`config.mk`:
```
export PLATFORM = sky130hd
export DESIGN_NAME = selection_sort_records_by_key_top
export DESIGN_NICKNAME = d
export VERILOG_FILES = /design/src/ssrk_pkg.sv /design/src/ssrk_dp.sv /design/src/ssrk_ctrl.sv /design/src/selection_sort_records_by_key_top.sv
export SDC_FILE = /design/constraint.sdc
export NUM_CORES = 2
export LEC_CHECK = 0
export BUFFER_PORTS_ARGS = -buffer_cell sky130_fd_sc_hd__buf_2
export CORE_ASPECT_RATIO = 0.6
export CORE_UTILIZATION = 28
export CTS_BUF_LIST = sky130_fd_sc_hd__clkbuf_4
export CTS_CLUSTER_SIZE = 25
export DETAILED_ROUTE_END_ITERATION = 10
export MAX_ROUTING_LAYER = met4
export PLACE_DENSITY = 0.39
export SYNTH_ARGS = -nofsm -noshare
export SYNTH_HDL_FRONTEND = slang
export SYNTH_SLANG_ARGS = --single-unit
```
`constraint.sdc`:
```
create_clock -name i_clk -period 6.4 [get_ports i_clk]
set_input_delay 0.32 -clock i_clk [delete_from_list [all_inputs] [get_ports i_clk]]
set_output_delay 0.32 -clock i_clk [all_outputs]
set_load 0.01 [all_outputs]
```
`src/ssrk_pkg.sv`:
```
package ssrk_pkg;

    // default number of records one set can hold
    localparam int SSRK_CAPACITY = 64;

    // field widths of one record
    localparam int KEY_W    = 8;
    localparam int HANDLE_W = 16;

    // one stored record
    typedef struct packed {
        logic [KEY_W-1:0]    key;
        logic                sex;
        logic [HANDLE_W-1:0] handle;
    } t_rec;

    // controller states
    typedef enum logic [2:0] {
        S_LOAD,
        S_SCAN,
        S_SWAP_A,
        S_SWAP_B,
        S_EMIT_RD,
        S_EMIT_SHOW
    } t_state;

    // commands from controller to datapath
    typedef struct packed {
        logic load;
        logic sort_init;
        logic scan_issue;
        logic swap_a;
        logic swap_b;
        logic next_pass;
        logic emit_rd;
        logic emit_next;
    } t_cmd;

    // status from datapath to controller
    typedef struct packed {
        logic empty;
        logic scan_done;
        logic need_swap;
        logic last_pass;
        logic emit_last;
    } t_status;

endpackage

```
`src/ssrk_dp.sv`:
```
module ssrk_dp
    import ssrk_pkg::*;
#(
    parameter int CAPACITY = SSRK_CAPACITY
) (
    input  logic                i_clk,
    input  logic                i_rst_n,
    input  t_cmd                i_cmd,
    input  t_rec                i_rec,
    output t_status             o_status,
    output t_rec                o_rec,
    output logic                o_last
);

    localparam int IDX_W = (CAPACITY > 1) ? $clog2(CAPACITY) : 1;
    localparam int CNT_W = $clog2(CAPACITY + 1);

    // record memory
    t_rec mem [CAPACITY];

    logic [CNT_W-1:0] r_cnt;
    logic [CNT_W-1:0] r_pos;
    logic [CNT_W-1:0] r_scan;
    logic [CNT_W-1:0] r_k;
    logic [IDX_W-1:0] r_best;
    t_rec             r_best_rec;
    t_rec             r_pos_rec;
    t_rec             r_rd_data;
    logic [IDX_W-1:0] r_rd_idx;
    logic             r_rd_vld;

    logic             wr_en;
    logic [IDX_W-1:0] wr_addr;
    t_rec             wr_data;
    logic             rd_en;
    logic [IDX_W-1:0] rd_addr;
    logic             not_full;

    // write port select: load, or one half of a swap
    always_comb begin
        not_full = (r_cnt < CNT_W'(CAPACITY));
        wr_en    = 1'b0;
        wr_addr  = r_cnt[IDX_W-1:0];
        wr_data  = i_rec;
        if (i_cmd.load && not_full) begin
            wr_en = 1'b1;
        end else if (i_cmd.swap_a) begin
            wr_en   = 1'b1;
            wr_addr = r_pos[IDX_W-1:0];
            wr_data = r_best_rec;
        end else if (i_cmd.swap_b) begin
            wr_en   = 1'b1;
            wr_addr = r_best;
            wr_data = r_pos_rec;
        end
    end

    // read port select: scan or emit
    always_comb begin
        rd_en   = i_cmd.scan_issue | i_cmd.emit_rd;
        rd_addr = i_cmd.scan_issue ? r_scan[IDX_W-1:0] : r_k[IDX_W-1:0];
    end

    // memory ports
    always_ff @(posedge i_clk) begin
        if (wr_en) begin
            mem[wr_addr] <= wr_data;
        end
        if (rd_en) begin
            r_rd_data <= mem[rd_addr];
        end
        r_rd_idx <= r_scan[IDX_W-1:0];
    end

    // counters and read tracking
    always_ff @(posedge i_clk) begin
        if (!i_rst_n) begin
            r_cnt    <= '0;
            r_pos    <= '0;
            r_scan   <= '0;
            r_k      <= '0;
            r_rd_vld <= 1'b0;
        end else begin
            r_rd_vld <= i_cmd.scan_issue;
            if (i_cmd.load && not_full) begin
                r_cnt <= r_cnt + CNT_W'(1);
            end
            if (i_cmd.sort_init) begin
                r_pos  <= '0;
                r_scan <= '0;
                r_k    <= '0;
            end
            if (i_cmd.scan_issue) begin
                r_scan <= r_scan + CNT_W'(1);
            end
            if (i_cmd.next_pass) begin
                r_pos  <= r_pos + CNT_W'(1);
                r_scan <= r_pos + CNT_W'(1);
            end
            if (i_cmd.emit_next) begin
                r_k <= r_k + CNT_W'(1);
                if (o_status.emit_last) begin
                    r_cnt <= '0;
                end
            end
        end
    end

    // running minimum over the returned scan beats, first strict minimum wins
    always_ff @(posedge i_clk) begin
        if (r_rd_vld) begin
            if (r_rd_idx == r_pos[IDX_W-1:0]) begin
                r_best     <= r_rd_idx;
                r_best_rec <= r_rd_data;
                r_pos_rec  <= r_rd_data;
            end else if (r_rd_data.key < r_best_rec.key) begin
                r_best     <= r_rd_idx;
                r_best_rec <= r_rd_data;
            end
        end
    end

    // status to controller
    always_comb begin
        o_status.empty     = (r_cnt == '0);
        o_status.scan_done = (r_scan == r_cnt);
        o_status.need_swap = (r_best != r_pos[IDX_W-1:0]);
        o_status.last_pass = (({1'b0, r_pos} + (CNT_W+1)'(2)) >= {1'b0, r_cnt});
        o_status.emit_last = ((r_k + CNT_W'(1)) == r_cnt);
    end

    assign o_rec  = r_rd_data;
    assign o_last = o_status.emit_last;

endmodule

```
`src/ssrk_ctrl.sv`:
```
module ssrk_ctrl
    import ssrk_pkg::*;
(
    input  logic    i_clk,
    input  logic    i_rst_n,
    input  logic    i_in_valid,
    input  logic    i_last_in,
    input  logic    i_out_ready,
    input  t_status i_status,
    output t_cmd    o_cmd,
    output logic    o_in_ready,
    output logic    o_out_valid
);

    t_state r_state;
    t_state n_state;

    // state register
    always_ff @(posedge i_clk) begin
        if (!i_rst_n) begin
            r_state <= S_LOAD;
        end else begin
            r_state <= n_state;
        end
    end

    // next state and commands
    always_comb begin
        n_state     = r_state;
        o_cmd       = '0;
        o_in_ready  = 1'b0;
        o_out_valid = 1'b0;
        case (r_state)
            S_LOAD: begin
                o_in_ready = 1'b1;
                if (i_in_valid) begin
                    o_cmd.load = 1'b1;
                    if (i_last_in) begin
                        o_cmd.sort_init = 1'b1;
                        n_state = i_status.empty ? S_EMIT_RD : S_SCAN;
                    end
                end
            end
            S_SCAN: begin
                if (i_status.scan_done) begin
                    n_state = S_SWAP_A;
                end else begin
                    o_cmd.scan_issue = 1'b1;
                end
            end
            S_SWAP_A: begin
                if (i_status.need_swap) begin
                    o_cmd.swap_a = 1'b1;
                    n_state = S_SWAP_B;
                end else begin
                    o_cmd.next_pass = 1'b1;
                    n_state = i_status.last_pass ? S_EMIT_RD : S_SCAN;
                end
            end
            S_SWAP_B: begin
                o_cmd.swap_b    = 1'b1;
                o_cmd.next_pass = 1'b1;
                n_state = i_status.last_pass ? S_EMIT_RD : S_SCAN;
            end
            S_EMIT_RD: begin
                o_cmd.emit_rd = 1'b1;
                n_state = S_EMIT_SHOW;
            end
            S_EMIT_SHOW: begin
                o_out_valid = 1'b1;
                if (i_out_ready) begin
                    o_cmd.emit_next = 1'b1;
                    n_state = i_status.emit_last ? S_LOAD : S_EMIT_RD;
                end
            end
            default: begin
                n_state = S_LOAD;
            end
        endcase
    end

endmodule

```
`src/selection_sort_records_by_key_top.sv`:
```
// channel | direction | handshake                  | fields
// input   | in        | i_in_valid / o_in_ready    | age, sex, record_handle, last_in
// output  | out       | o_out_valid / i_out_ready  | sorted_age, sorted_sex, sorted_handle, last_out
//
// loading accepts one record per cycle; a set of n records then sorts in passes
// pos = 0 .. n-2, each scanning the rest of the set through the single read
// port of the record memory and swapping only when the minimum lies elsewhere
// emission reads each record from memory, then shows it as one output beat
// synchronous active-low reset returns to loading with an empty set
// input is taken only while loading; output beats hold while i_out_ready is low
module selection_sort_records_by_key_top
    import ssrk_pkg::*;
#(
    parameter int CAPACITY = SSRK_CAPACITY
) (
    input  logic                i_clk,
    input  logic                i_rst_n,
    input  logic                i_in_valid,
    output logic                o_in_ready,
    input  logic [KEY_W-1:0]    i_age,
    input  logic                i_sex,
    input  logic [HANDLE_W-1:0] i_record_handle,
    input  logic                i_last_in,
    output logic                o_out_valid,
    input  logic                i_out_ready,
    output logic [KEY_W-1:0]    o_sorted_age,
    output logic                o_sorted_sex,
    output logic [HANDLE_W-1:0] o_sorted_handle,
    output logic                o_last_out
);

    t_cmd    cmd;
    t_status status;
    t_rec    in_rec;
    t_rec    out_rec;

    // pack the input beat
    always_comb begin
        in_rec.key    = i_age;
        in_rec.sex    = i_sex;
        in_rec.handle = i_record_handle;
    end

    ssrk_ctrl u_ctrl (
        .i_clk       (i_clk),
        .i_rst_n     (i_rst_n),
        .i_in_valid  (i_in_valid),
        .i_last_in   (i_last_in),
        .i_out_ready (i_out_ready),
        .i_status    (status),
        .o_cmd       (cmd),
        .o_in_ready  (o_in_ready),
        .o_out_valid (o_out_valid)
    );

    ssrk_dp #(
        .CAPACITY (CAPACITY)
    ) u_dp (
        .i_clk    (i_clk),
        .i_rst_n  (i_rst_n),
        .i_cmd    (cmd),
        .i_rec    (in_rec),
        .o_status (status),
        .o_rec    (out_rec),
        .o_last   (o_last_out)
    );

    // unpack the output beat
    assign o_sorted_age    = out_rec.key;
    assign o_sorted_sex    = out_rec.sex;
    assign o_sorted_handle = out_rec.handle;

endmodule

```
==> results by stage <==
Logic synthesis:
- Of the post-synthesis cell area, the part taken by muxes is 0.535%.
- The share of synthesized area in the top cell type comes to 73.2%.
- Summing the areas of all compound-gate instances in the mapped netlist gives 6.96% of the synthesized area.
- The total standard cell area after synthesis is 69000 um^2.
- The largest total area in the synthesized netlist belongs to sky130_fd_sc_hd__edfxtp_1.
- The cell count after synthesis came out at 5262.
- The post-synthesis adder-cell area fraction is 0.363%.
- The synthesis warning total is 0.
- The largest family of logic cells by synthesized area is simple AND/OR/NAND/NOR gates.
- Of the total synthesized cell area, the portion taken by AND, OR, NAND and NOR gates is 14.9%.
- The most frequently used flop master after synthesis is sky130_fd_sc_hd__edfxtp_1.
- After Yosys synthesis, XOR and XNOR cells account for 0.533% of the synthesized area.
- The synthesized design contains 1681 enable-type register cells.
- Sorting the synthesized cells by area gives the leading types as sky130_fd_sc_hd__edfxtp_1 (73%), sky130_fd_sc_hd__nand2_1 (7.5%), sky130_fd_sc_hd__nand3_1 (4.6%), sky130_fd_sc_hd__a211oi_1 (1.5%), sky130_fd_sc_hd__a31oi_1 (1.3%).
- Synthesis inferred 1719 register bits.
- The sequential share of the synthesized area is 74.3%.
- Of all flip-flops after synthesis, the portion carrying an async set or reset was 0%.
- Counting every net in the synthesized netlist gives 5312.
- The count of distinct cell types in the synthesized netlist is 61.
- A synthesized cell averages 13.1 um^2.

Die:
- The area of the core region is 244000 um^2.
- The width of the die is 643 um.
- Pin placement for this block handled 58 I/O pins.
- Measured along the y axis, the die boundary spans 386 um.
- The die covers 248000 um^2.
- The initial utilization of the core area, before any placement, comes to 28.3%.
- Row generation in the floorplan step produced 140 rows.

GRT:
- The residual overflow from global routing is 0.
- Entering global routing, the biggest net connects 134 pins.
- The first global-routing pass estimated 364000 um of wire.
- The aggregate global-route resource usage is 21.4%.
- The initial antenna violation count is 39.
- The number of global-route vias before repair is 44500.

Final layout:
- The area overhead of the layout relative to synthesis is 16.0%.
- In the final design database the tool counted 5681 nets.
- Cells with a size suffix above 1 make up 18.1% of the layout.
- The final design instance area without fill is 80000 um^2.
- Once layout is complete, the utilization of the core stands at 32.8%.
- After filler insertion, the fill cell instance count of the layout stands at 24400.

STA:
- The transition time at the pin with the least slew margin is 1.61 ns.
- The minimum clock period after layout is 5.47 ns.
- Setup violations remaining at the end of the flow were counted as 0.
- Setup slack on the critical path of the routed design comes to 0.930 ns.
- The number of hold violations in the final report is 0.
- Based on the critical path, the design can be clocked at up to 183 MHz.
- Between clock sinks in the finished design, the worst skew comes to 0.131 ns.
- The final max-slew violation count was 2.
- The setup TNS is 0 ns.
- The part of the cycle the worst path needs is 85.5%.
- Setup repair after global routing left no endpoint under its margin.
- Headroom to the max-slew limit came out at -7.58%.

Drt:
- The via count is 46800.
- The initial detailed-routing violation count is 5284.
- The routed length per instance is 28.8 um.
- The via count normalized by instance count is 5.09.
- For this run, the detailed router's first-pass iteration total came to 6.
- The count of nets left with antenna violations once routing finished came out at 0.
- The final layout contains routed wiring with a total length of 265000 um.
- The detailed-route DRC error count is 0.

Worst setup path:
- The worst-path maximum fanout is 85.
- The kind of start point of the critical path is a register.
- The critical path is of the reg2reg type.
- The required time of the critical path is 7.47 ns.
- The element type at the critical path end is a register.
- Data arrives at the worst endpoint at 6.54 ns.

Pwr:
- Summed over all cells, the static leakage comes to 27.0 nW.
- The design draws 0.0256 W.
- The highest ir drop seen on vdd is 170 uV.
- The total power divided by cell area is 320 nW/um^2.

Clocking:
- Buffers inserted during clock tree synthesis total 429.
- The clock latency of the later-clocked register in the worst-skew pair is 1.34 ns.
- The H-tree level count is 5.
- The tree is rooted in a sky130_fd_sc_hd__clkbuf_4.
- The clock passes through at most 4 buffers.
- After clock tree synthesis, the clock-pin slew on the worst setup and hold paths is 0.08 ns.
- The clock sink count is 1719.
- The CTS tree is built.
- The number of setup buffers added after CTS is 0.

Placement:
- The worst slack after detailed placement is 0.944 ns.
- After legalization and detailed placement, the total HPWL measured 155000 um.
- The placed instances occupy a cell area of 74600 um^2.
- The global placer's final weighted congestion is 0.841.
- Buffers placed on the I/O ports in this run total 57.

Min path:
- The worst min-delay path category is in2reg.

Run status:
- The run finished, with violations left.
- The final reports fail on capacitance limit, slew limit.

Flow run:
- The tool flagged a number of max-cap violations equal to 1.
## layout by cell type, fill, tap and decap left out, drive strengths merged, types with 25 or more instances in the layout
cell,synthesis,final
nor3,28,28
clkinv,0,55
a311oi,49,49
o2111ai,50,50
diode,0,27
a31oi,145,145
dfxtp,38,38
a21oi,149,149
edfxtp,1681,1681
nor2,130,130
a32oi,25,25
mux2i,30,30
a32o,26,26
and3,144,144
a211oi,136,136
buf,182,279
inv,22,31
nand3,632,632
clkbuf,183,629
nand2,1377,1377
## registers in the layout, summed over array words and instances, names as in the netlist
| name | flops |
|---|---|
| u_dp.mem | 1600 |
| u_dp.o_rec | 25 |
| u_dp.r_best_rec | 25 |
| u_dp.r_pos_rec | 25 |
| u_dp.r_cnt | 7 |
| u_dp.r_k | 7 |
| u_dp.r_pos | 7 |
| u_dp.r_scan | 7 |
| u_dp.r_best | 6 |
| u_dp.r_rd_idx | 6 |
| u_ctrl.r_state | 3 |
| u_dp.r_rd_vld | 1 |
## kinds of logic (layout without fill, tap and decap cells)
kind of cell,after synthesis,in the layout
AND/OR/NAND/NOR,2377,2377
flip-flops,1719,1719
AO/OA/AOI/OAI,682,682
buffers and inverters,387,1027
XOR/XNOR,42,42
multiplexers,35,35
adder cells (fa/ha/maj),20,20
other,0,27
## final timing paths
| kind | to | startpoint | cells past startpoint | slack [ns] |
|---|---|---|---|---|
| setup / recovery | u_dp.o_rec[0]$_DFFE_PP_ | u_ctrl.r_state[0]$_SDFFE_PN0P_ | 11 | 0.93 |
| hold / removal | u_dp.mem[14][7]$_DFFE_PP_ | i_record_handle[7] | 4 | 0.13 |
| setup reg to reg | u_dp.o_rec[0]$_DFFE_PP_ | u_ctrl.r_state[0]$_SDFFE_PN0P_ | 11 | 0.93 |
| hold reg to reg | u_dp.r_rd_idx[5]$_DFF_P_ | u_dp.r_scan[5]$_SDFFE_PN0P_ | 0 | 0.44 |
## per-stage QoR
stage	hold slack (ns)	instances
final	0.126	9195
after global routing	0.0865	9187
after CTS	0.0175	9168
after detailed placement	0.425	8442
after global placement	0.410	8440
after floorplan	0.326	5262
## critical path: stages, from the launching register on
cell and delay (ns):
sky130_fd_sc_hd__dfxtp_1 0.55, sky130_fd_sc_hd__or3b_1 0.51, sky130_fd_sc_hd__and2_1 0.23, sky130_fd_sc_hd__a31oi_4 0.33, sky130_fd_sc_hd__and2_4 0.71, sky130_fd_sc_hd__buf_12 0.47
sky130_fd_sc_hd__buf_4 0.49, sky130_fd_sc_hd__nand3_1 0.12, sky130_fd_sc_hd__a21oi_1 0.95, sky130_fd_sc_hd__a2111oi_0 0.21, sky130_fd_sc_hd__buf_4 0.21, sky130_fd_sc_hd__a32o_1 0.19
## cell type report
cell class	count	area (um^2)	area share (%)
diodes	27	67.6	0.0844
clock buffers	629	4720	5.90
multi-input cells	3156	16900	21.1
well taps	3266	4090	5.11
clock inverters	73	417	0.521
repair buffers	303	2500	3.12
inverters	22	82.6	0.103
flip-flops and latches	1719	51200	64.0
## what timing repair did
action	CTS	global route
hold buffers	24	0
resized for setup	0	0
endpoints found under the hold margin	390	0
## synthesized netlist by cell type (all sizes together) (12+ instances only)
library cell and count:
edfxtp 1681, nand2 1377, nand3 632, clkbuf 183, buf 182, a21oi 149
a31oi 145, and3 144, a211oi 136, nor2 130, o2111ai 50, a311oi 49
dfxtp 38, mux2i 30, nor3 28, a32o 26, a32oi 25, a2111oi 24
inv 22, xor2 22, a22oi 21, ha 20, o21ai 20, xnor2 20
nand4 15, nor2b 14, and2 12
## layer usage
layer | wire, um | share of wire, % | track usage, %
met2 | 103000 | 39 | 27.4
met1 | 129000 | 49 | 31.7
met3 | 26700 | 10 | 7.20
met5 | 0 | 0 | -
met4 | 5910 | 2.2 | 5.45
## power by group
part / leakage, nW / internal (W) / switching (W)
sequential: 15.4 / 0.0131 / 0.000278
clock: 3.09 / 0.00460 / 0.00467
combinational: 8.43 / 0.000711 / 0.00231
No activity file was read; power rests on OpenSTA's default activity.
